$ cat src/rtl/core/activity_trace_attenuation_top_assert.svh
// Assertion macros shared by the trace attenuation RTL.
// Synthesis builds define SYNTH and get empty bodies.
`ifndef ACTIVITY_TRACE_ATTENUATION_TOP_ASSERT_SVH
`define ACTIVITY_TRACE_ATTENUATION_TOP_ASSERT_SVH
`ifndef SYNTH
// same-cycle implication
`define ATTA_ASSERT_IMP(label, clk, rst_n, ante, cons) \
	label: assert property (@(posedge clk) disable iff (!(rst_n)) (ante) |-> (cons)) \
		else $error("implication check failed");
// next-cycle implication
`define ATTA_ASSERT_NXT(label, clk, rst_n, ante, cons) \
	label: assert property (@(posedge clk) disable iff (!(rst_n)) (ante) |=> (cons)) \
		else $error("next-cycle check failed");
`else
`define ATTA_ASSERT_IMP(label, clk, rst_n, ante, cons)
`define ATTA_ASSERT_NXT(label, clk, rst_n, ante, cons)
`endif
`endif

$ cat src/rtl/core/atta_pkg.sv
`timescale 1ns / 1ps
// ----------------------------------------------------------------------------
// atta_pkg
// Shared types, constants and the divider step for trace attenuation.
// ----------------------------------------------------------------------------
package atta_pkg;

	localparam int UNIT_W   = 10;
	localparam int UNITS    = 1 << UNIT_W;
	localparam int VAL_W    = 16;
	localparam int TRACE_W  = 15;
	localparam int RATE_W   = 17;
	localparam int CFG_W    = 17;
	localparam int IDX_W    = 8;
	localparam int DIV_STAGES = 8;

	localparam logic [RATE_W-1:0]  RATE_ONE = 17'd65536;
	localparam logic [VAL_W-1:0]   DIV_ONE  = 16'd4096;

	localparam logic [IDX_W-1:0] REG_LOW_LIMIT  = 8'd0;
	localparam logic [IDX_W-1:0] REG_HIGH_LIMIT = 8'd1;
	localparam logic [IDX_W-1:0] REG_TRACE_RATE = 8'd2;
	localparam logic [IDX_W-1:0] REG_FLUSH_THR  = 8'd3;

	typedef struct packed {
		logic [UNIT_W-1:0]  unit;
		logic               neg;
		logic [VAL_W-1:0]   rem;
		logic [VAL_W-1:0]   nx;
		logic [VAL_W-1:0]   quo;
		logic [VAL_W-1:0]   dvsr;
		logic [TRACE_W-1:0] trace;
	} atta_div_t;

	// One restoring division step: bring in the next dividend bit.
	function automatic atta_div_t div_step(input atta_div_t a);
		atta_div_t      r;
		logic [VAL_W:0] part;
		r    = a;
		part = {a.rem, a.nx[VAL_W-1]};
		r.nx = {a.nx[VAL_W-2:0], 1'b0};
		if (part >= {1'b0, a.dvsr}) begin
			r.rem = VAL_W'(part - {1'b0, a.dvsr});
			r.quo = {a.quo[VAL_W-2:0], 1'b1};
		end else begin
			r.rem = part[VAL_W-1:0];
			r.quo = {a.quo[VAL_W-2:0], 1'b0};
		end
		return r;
	endfunction

endpackage

$ cat src/rtl/core/atta_div_pipe.sv
`timescale 1ns / 1ps
// ----------------------------------------------------------------------------
// atta_div_pipe
// Pipelined restoring divider, two quotient bits per stage, with hazard probe.
// ----------------------------------------------------------------------------
module atta_div_pipe (
	input  logic                         clk,
	input  logic                         arst_n,
	input  logic                         in_vld,
	output logic                         in_rdy,
	input  atta_pkg::atta_div_t          in_data,
	output logic                         out_vld,
	input  logic                         out_rdy,
	output atta_pkg::atta_div_t          out_data,
	input  logic [atta_pkg::UNIT_W-1:0]  probe_unit,
	output logic                         probe_hit
);
	import atta_pkg::*;

	logic      stg_v_q [DIV_STAGES];
	atta_div_t stg_d_q [DIV_STAGES];
	logic      en      [DIV_STAGES];

	// a stage loads when it is empty or its successor loads
	always_comb begin
		en[DIV_STAGES-1] = !stg_v_q[DIV_STAGES-1] || out_rdy;
		for (int k = DIV_STAGES-2; k >= 0; k--) begin
			en[k] = !stg_v_q[k] || en[k+1];
		end
	end

	always_comb begin
		probe_hit = 1'b0;
		for (int k = 0; k < DIV_STAGES; k++) begin
			if (stg_v_q[k] && stg_d_q[k].unit == probe_unit) begin
				probe_hit = 1'b1;
			end
		end
	end

	assign in_rdy   = en[0];
	assign out_vld  = stg_v_q[DIV_STAGES-1];
	assign out_data = stg_d_q[DIV_STAGES-1];

	for (genvar k = 0; k < DIV_STAGES; k++) begin : g_stage
		atta_div_t src;
		logic      src_v;
		if (k == 0) begin : g_first
			assign src   = in_data;
			assign src_v = in_vld;
		end else begin : g_rest
			assign src   = stg_d_q[k-1];
			assign src_v = stg_v_q[k-1];
		end

		always_ff @(posedge clk or negedge arst_n) begin
			if (!arst_n) begin
				stg_v_q[k] <= 1'b0;
			end else if (en[k]) begin
				stg_v_q[k] <= src_v;
			end
		end

		always_ff @(posedge clk) begin
			if (en[k]) begin
				stg_d_q[k] <= div_step(div_step(src));
			end
		end
	end

endmodule

$ cat config.mk
export PLATFORM = sky130hd
export DESIGN_NAME = atta_div_pipe
export DESIGN_NICKNAME = d
export VERILOG_FILES = /design/src/rtl/core/activity_trace_attenuation_top_assert.svh /design/src/rtl/core/atta_pkg.sv /design/src/rtl/core/atta_div_pipe.sv
export SDC_FILE = /design/constraint.sdc
export NUM_CORES = 1
export LEC_CHECK = 0
export BUFFER_PORTS_ARGS = -buffer_cell sky130_fd_sc_hd__buf_2
export CELL_PAD_IN_SITES_DETAIL_PLACEMENT = 1
export CELL_PAD_IN_SITES_GLOBAL_PLACEMENT = 1
export CORE_MARGIN = 2
export CORE_UTILIZATION = 55
export DETAILED_ROUTE_END_ITERATION = 10
export PLACE_DENSITY = 0.83
export SYNTH_ARGS = -nofsm -noshare
export SYNTH_HDL_FRONTEND = slang
export SYNTH_SLANG_ARGS = --single-unit
$ cat constraint.sdc
create_clock -name clk -period 16.4 [get_ports clk]
set_input_delay 2.46 -clock clk [delete_from_list [all_inputs] [get_ports clk]]
set_output_delay 2.46 -clock clk [all_outputs]
set_load 0.1 [all_outputs]
==> results of run 1 <==
==> per-layer routing <==
metal	global-route usage, %	up-vias	wire (um)	part of all wire, %
li1	-	10800	-	-
met4	14.2	0	4580	4.8
met3	4.09	248	3750	3.9
met1	33.8	11800	37200	39
met5	0	-	0	0
met2	54.0	660	49500	52
==> worst paths after layout <==
kind,endpoint,slack [ns],depth (start not counted)
setup / recovery,stg_d_q[0][64],7.90,20
min in group asynchronous,g_stage[5].src_v,1.70,1
hold / removal,stg_d_q[1][14],0.39,0
max in group asynchronous,g_stage[3].src_v,14.51,1
setup reg to reg,stg_d_q[0][240],9.28,19
hold reg to reg,stg_d_q[1][14],0.39,0
==> sequential cells by signal, summed over array words and instances, names as in the netlist <==
name,cells
g_stage.src_v,7
out_vld,1
stg_d_q,592
==> cell type report <==
type	instances	area, um2	area share (%)
Clock buffer	75	1710	4.45
Timing Repair Buffer	178	926	2.42
Tap cell	837	1050	2.73
Multi-Input combinational cell	1937	15300	39.9
Clock inverter	45	571	1.49
Antenna cell	2	5.00	0.0131
Sequential cell	600	18000	46.9
Inverter	216	815	2.12
==> worst register-to-register path, stage by stage, from the launching register on <==
cell	delay, ns
edfxtp_1	0.39
inv_1	0.24
ha_1	0.31
nor2b_1	0.15
o31a_1	0.27
or4_4	0.52
a311oi_2	0.40
o21ai_2	0.19
nand2_2	0.15
inv_4	0.13
a21oi_1	0.42
ha_1	0.36
nor2b_1	0.18
o31ai_1	0.66
a21oi_1	0.21
a221oi_1	0.50
o21bai_1	0.16
a2bb2oi_1	0.21
a211oi_4	0.94
mux2_2	0.45
==> kinds of logic (layout without fill, tap and decap cells) <==
family	after synthesis	count (layout)	synth area share (%)
xor gates and xnor gates	263	263	6.72
muxes	221	221	7.24
buffers and inverters	269	514	3.29
other	1	18	0.0109
and+or+nand+nor	590	590	8.54
adders and majority gates	272	272	10.3
AOI/OAI and AO/OA	575	575	11.5
DFF	600	600	52.4
==> per-stage QoR <==
step | hold WS (ns) | instances
floorplan | 0.400 | 2806
global placement | 0.400 | 3768
detailed placement | 0.406 | 3768
CTS | 0.389 | 3888
global route | 0.400 | 3890
finish | 0.391 | 3890
==> synth_stat cells (53+ instances only) <==
cell | n | share of area [%]
inv_1 | 215 | 2.4
nand2_1 | 125 | 1.4
xor2_1 | 91 | 2.3
nor3_1 | 53 | 0.77
a21o_1 | 55 | 1.2
mux2_2 | 185 | 6.1
ha_1 | 256 | 9.3
edfxtp_1 | 592 | 52
o21ai_0 | 108 | 1.6
nand4_1 | 57 | 1.0
nor2_1 | 158 | 1.7
xnor2_1 | 172 | 4.4
a21oi_1 | 140 | 2.0
==> flow_metrics.tcl, run 1 <==
set metrics [dict create \
    run_status "completed" \
    row_count 91 \
    ios 197 \
    post-route-worst-setup-slack_ns 7.90 \
    syn-cell-area_um2 34300 \
    post_route_cells_drive_above_1_share_pct 17.2 \
    maximum_number_of_pins_on_one_net_before_global_route_repair 76 \
    critPathLaunchType "input pin" \
    worst_skew_pair.late_latency_ns 0.63 \
    cts_tree "done" \
    grt_pass1_vias 25600 \
    final_max_slew_viol_count 0 \
    mostFrequentLayoutCells "edfxtp_1, ha_1, inv_1" \
    hold_path_startpoint "stg_d_q[0][278]" \
    holdCritPathClass "reg2reg" \
    die_area_um2 64400 \
    maxClockFrequency_mhz 118 \
    seq_area_frac_synth_pct 52.4 \
    final.fill_count 6273 \
    grt_setup_unrepaired "no" \
    gr-usage-all-layers_pct 29.5 \
    synth.ff_latch_count 600 \
    route.detailed.wl_per_inst_um 24.4 \
    placement.io_buffers 164 \
    clk_pin_slew_worst_paths_ns 0.06 \
    ant_nets 0 \
    post-dp-hpwl_mm 68.6 \
    startpoint "in_data[17]" \
    die-width_um 254 \
    cts_max_path_buffers 3 \
    max_stage_delay_ns 1.02 \
    timing.setup.critical_path_class "in2reg" \
    clock_tree.root_cell "clkbuf_16" \
    routed_wirelength_mm 95.0 \
    final_hold_viol_count 0 \
    critical_path.reg2reg.startpoint "stg_d_q[0][104]" \
    tritoncts_num_sinks 600 \
    final_area_um2 38300 \
    number_of_flops_mapped_to_enable_cells_by_yosys 592 \
    critPathSlowestCell "a2111oi_4" \
    required_ns 16.75 \
    area_growth_from_synthesis_to_layout_pct 11.8 \
    period_needed_ns 8.50 \
    async_flop_share_pct 1.33 \
    crit_path_most_repeated_cell "a211oi_1" \
    totalNegativeSetupSlack_ns 0 \
    cts-buffers-inserted 66 \
    grt_antenna_before_repair 2 \
    gp_congestion 0.903 \
    finalCoreUtilization_pct 62.1 \
    floorplan.initialDensity_pct 55.6 \
    cts_hold_buffers 0 \
    placement.cell_area_um2 36100 \
    report.final.setup_viol 0 \
    placement.setup.worst_slack_ns 7.63 \
    drt_first_iter_violations 1347 \
    core_um2 61700 \
    layout.cells.most_common "edfxtp_1" \
    worst-path-buf-inv 3 \
    grt_overflow 0 \
    syn-mean-instance-area_um2 12.3 \
    synth_cell_types 89 \
    syn-instance-count 2791 \
    via_per_inst 6.06 \
    yosys_most_used_dff "edfxtp_1" \
    cap_violations 0 \
    yosysWarnings 0 \
    worst-slew-pin-transition_ns 1.33 \
    drt_first_pass_iters 5 \
    finish.net_count 3375 \
    cell_by_cell_trace_of_the_critical_path "buf_2, inv_1, ha_1, nor2_1, a211oi_1, o2111ai_1, a21oi_1, nor3_1, o21a_1, inv_1, mux2_2, ha_1, a211oi_1, nor2_1, a22o_1, a211oi_1, o31ai_1, and2_1, a2111oi_4, mux2_2" \
    crit_arrival_ns 8.86 \
    chipHeight_um 254 \
    timing.final.crit_share_pct 51.9 \
    via_count 23600 \
    finalClockSkew_ns 0.0331 \
    timing.max_slew.rel_slack_pct 11.4 \
    end_kind "flip-flop" \
    cts.htree.levels 3 \
    worst_path_dominant_cell_family "compound AO/OA/AOI/OAI gates" \
    largest_driver_fanout_on_the_critical_path 16 \
    post_cts_resize_count 0 \
    post_cts_buffers 0 \
    grt_pass1_wl_mm 146 \
    drt_drc_violations_left 0 \
]
Power of run 1 is left out: the tool's default activity adds up to more than one toggle a clock period on the data nets, which glitch-free logic cannot reach.
==> run 2: changes to the inputs <==
- ABC_AREA: default -> 1
- CORE_UTILIZATION: 55 -> 44
- PLACE_DENSITY: 0.83 -> 0.75
- clock period: 16.4 -> 7 ns (I/O delays scaled with it)
==> run 2 against run 1 <==
  * Routed wire length is 4.9% higher
  * Synthesized area is 5.2% higher
  * Sequential share of layout area is 2.3 points lower
  * Critical path type is now in2out
==> flow_metrics.tcl, run 2 <==
set metrics [dict create \
    yosys_most_used_dff "edfxtp_1" \
    most_flop_heavy_register "stg_d_q" \
    core_um2 80800 \
    placement.io_buffers 164 \
    post-synth-top-area-cell "edfxtp_1" \
    die_area_um2 84300 \
    number_of_flops_mapped_to_enable_cells_by_yosys 592 \
    drt_first_iter_violations 1500 \
    ios 197 \
    cts_hold_buffers 0 \
    timing.max_slew.rel_slack_pct 28.7 \
    holdCritPathClass "in2async" \
    final_area_um2 40300 \
    routed_wirelength_mm 99.7 \
    async_flop_share_pct 1.33 \
    final_hold_viol_count 0 \
    post-dp-hpwl_mm 79.6 \
    area_growth_from_synthesis_to_layout_pct 11.7 \
    route.detailed.wl_per_inst_um 19.0 \
    hold_ws_ns 0.273 \
    cts.htree.levels 3 \
    report.final.setup_viol 0 \
    crit_arrival_ns 4.68 \
    syn-instance-count 3938 \
    yosysWarnings 0 \
    largest_driver_fanout_on_the_critical_path 76 \
    floorplan.initialDensity_pct 44.6 \
    placement.cell_area_um2 38000 \
    worst-slew-pin-transition_ns 1.07 \
    timing.final.crit_share_pct 81.9 \
    layout.cells.most_common "nand2_1" \
    timing.setup.critical_path_class "in2out" \
    grt_antenna_before_repair 9 \
    tritoncts_num_sinks 600 \
    drt_drc_violations_left 0 \
    gr-usage-all-layers_pct 23.4 \
    die-width_um 290 \
    grt_pass1_vias 28700 \
    yosysMostFrequentCell "nand2_1" \
    clk_pin_slew_worst_paths_ns 0.06 \
    run_status "completed" \
    via_count 27700 \
    number_of_flip_flops_in_the_largest_register 592 \
    netlist_top_cells_area "edfxtp_1, nand2_1, ha_1" \
    finalClockSkew_ns 0.0410 \
    seq_area_frac_synth_pct 49.8 \
    worst_r2r_path_depth 21 \
    ant_nets 0 \
    syn-mean-instance-area_um2 9.16 \
    clock_tree.root_cell "clkbuf_16" \
    grt_overflow 0 \
    reg2reg_setup_slack_ns 2.16 \
    drt_first_pass_iters 5 \
    grt_setup_unrepaired "no" \
    cap_violations 0 \
    synth_top_area_share_pct 49.3 \
    finish.net_count 4506 \
    worst_skew_pair.late_latency_ns 0.63 \
    maximum_number_of_pins_on_one_net_before_global_route_repair 77 \
    post_cts_resize_count 0 \
    post_route_cells_drive_above_1_share_pct 10.0 \
    mostFrequentLayoutCells "nand2_1, edfxtp_1, inv_1" \
    grt_pass1_wl_mm 156 \
    via_per_inst 5.27 \
    synth.ff_latch_count 600 \
    end_kind "primary output" \
    chipHeight_um 290 \
    maxClockFrequency_mhz 175 \
    period_needed_ns 5.73 \
    syn-cell-area_um2 36100 \
    row_count 104 \
    cts_max_path_buffers 3 \
    required_ns 5.95 \
    final_max_slew_viol_count 0 \
    synth_commonest_cells "nand2_1, edfxtp_1, inv_1" \
    post_cts_buffers 0 \
    cts-buffers-inserted 67 \
    cts_tree "done" \
    gp_congestion 0.907 \
    critPathLaunchType "input pin" \
    synth_cell_types 53 \
]
## run 2: cell families (layout without fill, tap and decap cells)
family,count (synthesis),in the layout,synth area share (%)
DFF,600,600,49.8
and+or+nand+nor,1882,1882,22.6
xor gates and xnor gates,185,185,4.49
buffers and inverters,502,733,5.82
AOI/OAI and AO/OA,496,496,7.50
other,1,24,0.0104
adders and majority gates,272,272,9.77
## run 2: final cells by class
class	count	area, um2
multi-input combinational	2851	16100
inverter	438	1670
antenna	8	20.0
sequential	600	18000
clock buffer	73	1700
timing repair buffer	172	881
fill	9359	40500
clock inverter	50	591
tap	1060	1330
## run 2: metrics by stage
step / setup TNS (ns) / instances / utilization (%) / setup WS, ns
floorplan: -279.30 / 3953 / - / -1.64
global placement: 0 / 5121 / 47.0 / 1.39
detailed placement: 0 / 5121 / 47.0 / 1.24
CTS: 0 / 5244 / 49.8 / 1.21
global route: 0 / 5251 / 49.9 / 0.903
finish: 0 / 5252 / 49.9 / 1.27
## run 2: worst max-delay path, stage by stage
cell and delay, ns:
buf_2 0.11, nor2_4 0.09, clkinvlp_4 0.13, nor2_4 0.14, clkinvlp_4 0.12, nor2_4 0.14
clkinvlp_4 0.36, nor2_4 0.25, clkinvlp_4 0.36, nor2_4 0.31, nand2_8 0.34, nor2_4 0.36
nand2_8 0.35, buf_2 0.45
## run 2: per-layer routing
layer	global-route usage (%)	wire [um]
met5	0	0
met4	6.76	2270
met3	2.57	3220
met2	41.7	49700
met1	29.8	44400
## run 2: worst paths after layout
| check | startpoint | end |
|---|---|---|
| setup reg to reg | stg_d_q[0][116] | stg_d_q[0][246] |
| hold reg to reg | stg_d_q[0][122] | stg_d_q[0][212] |
| max in group asynchronous | arst_n | out_vld |
| min in group clk | stg_d_q[0][122] | stg_d_q[0][212] |
| hold / removal | arst_n | g_stage[7].src_v |
| setup / recovery | out_rdy | in_rdy |
Power of run 2 is left out for the same reason.
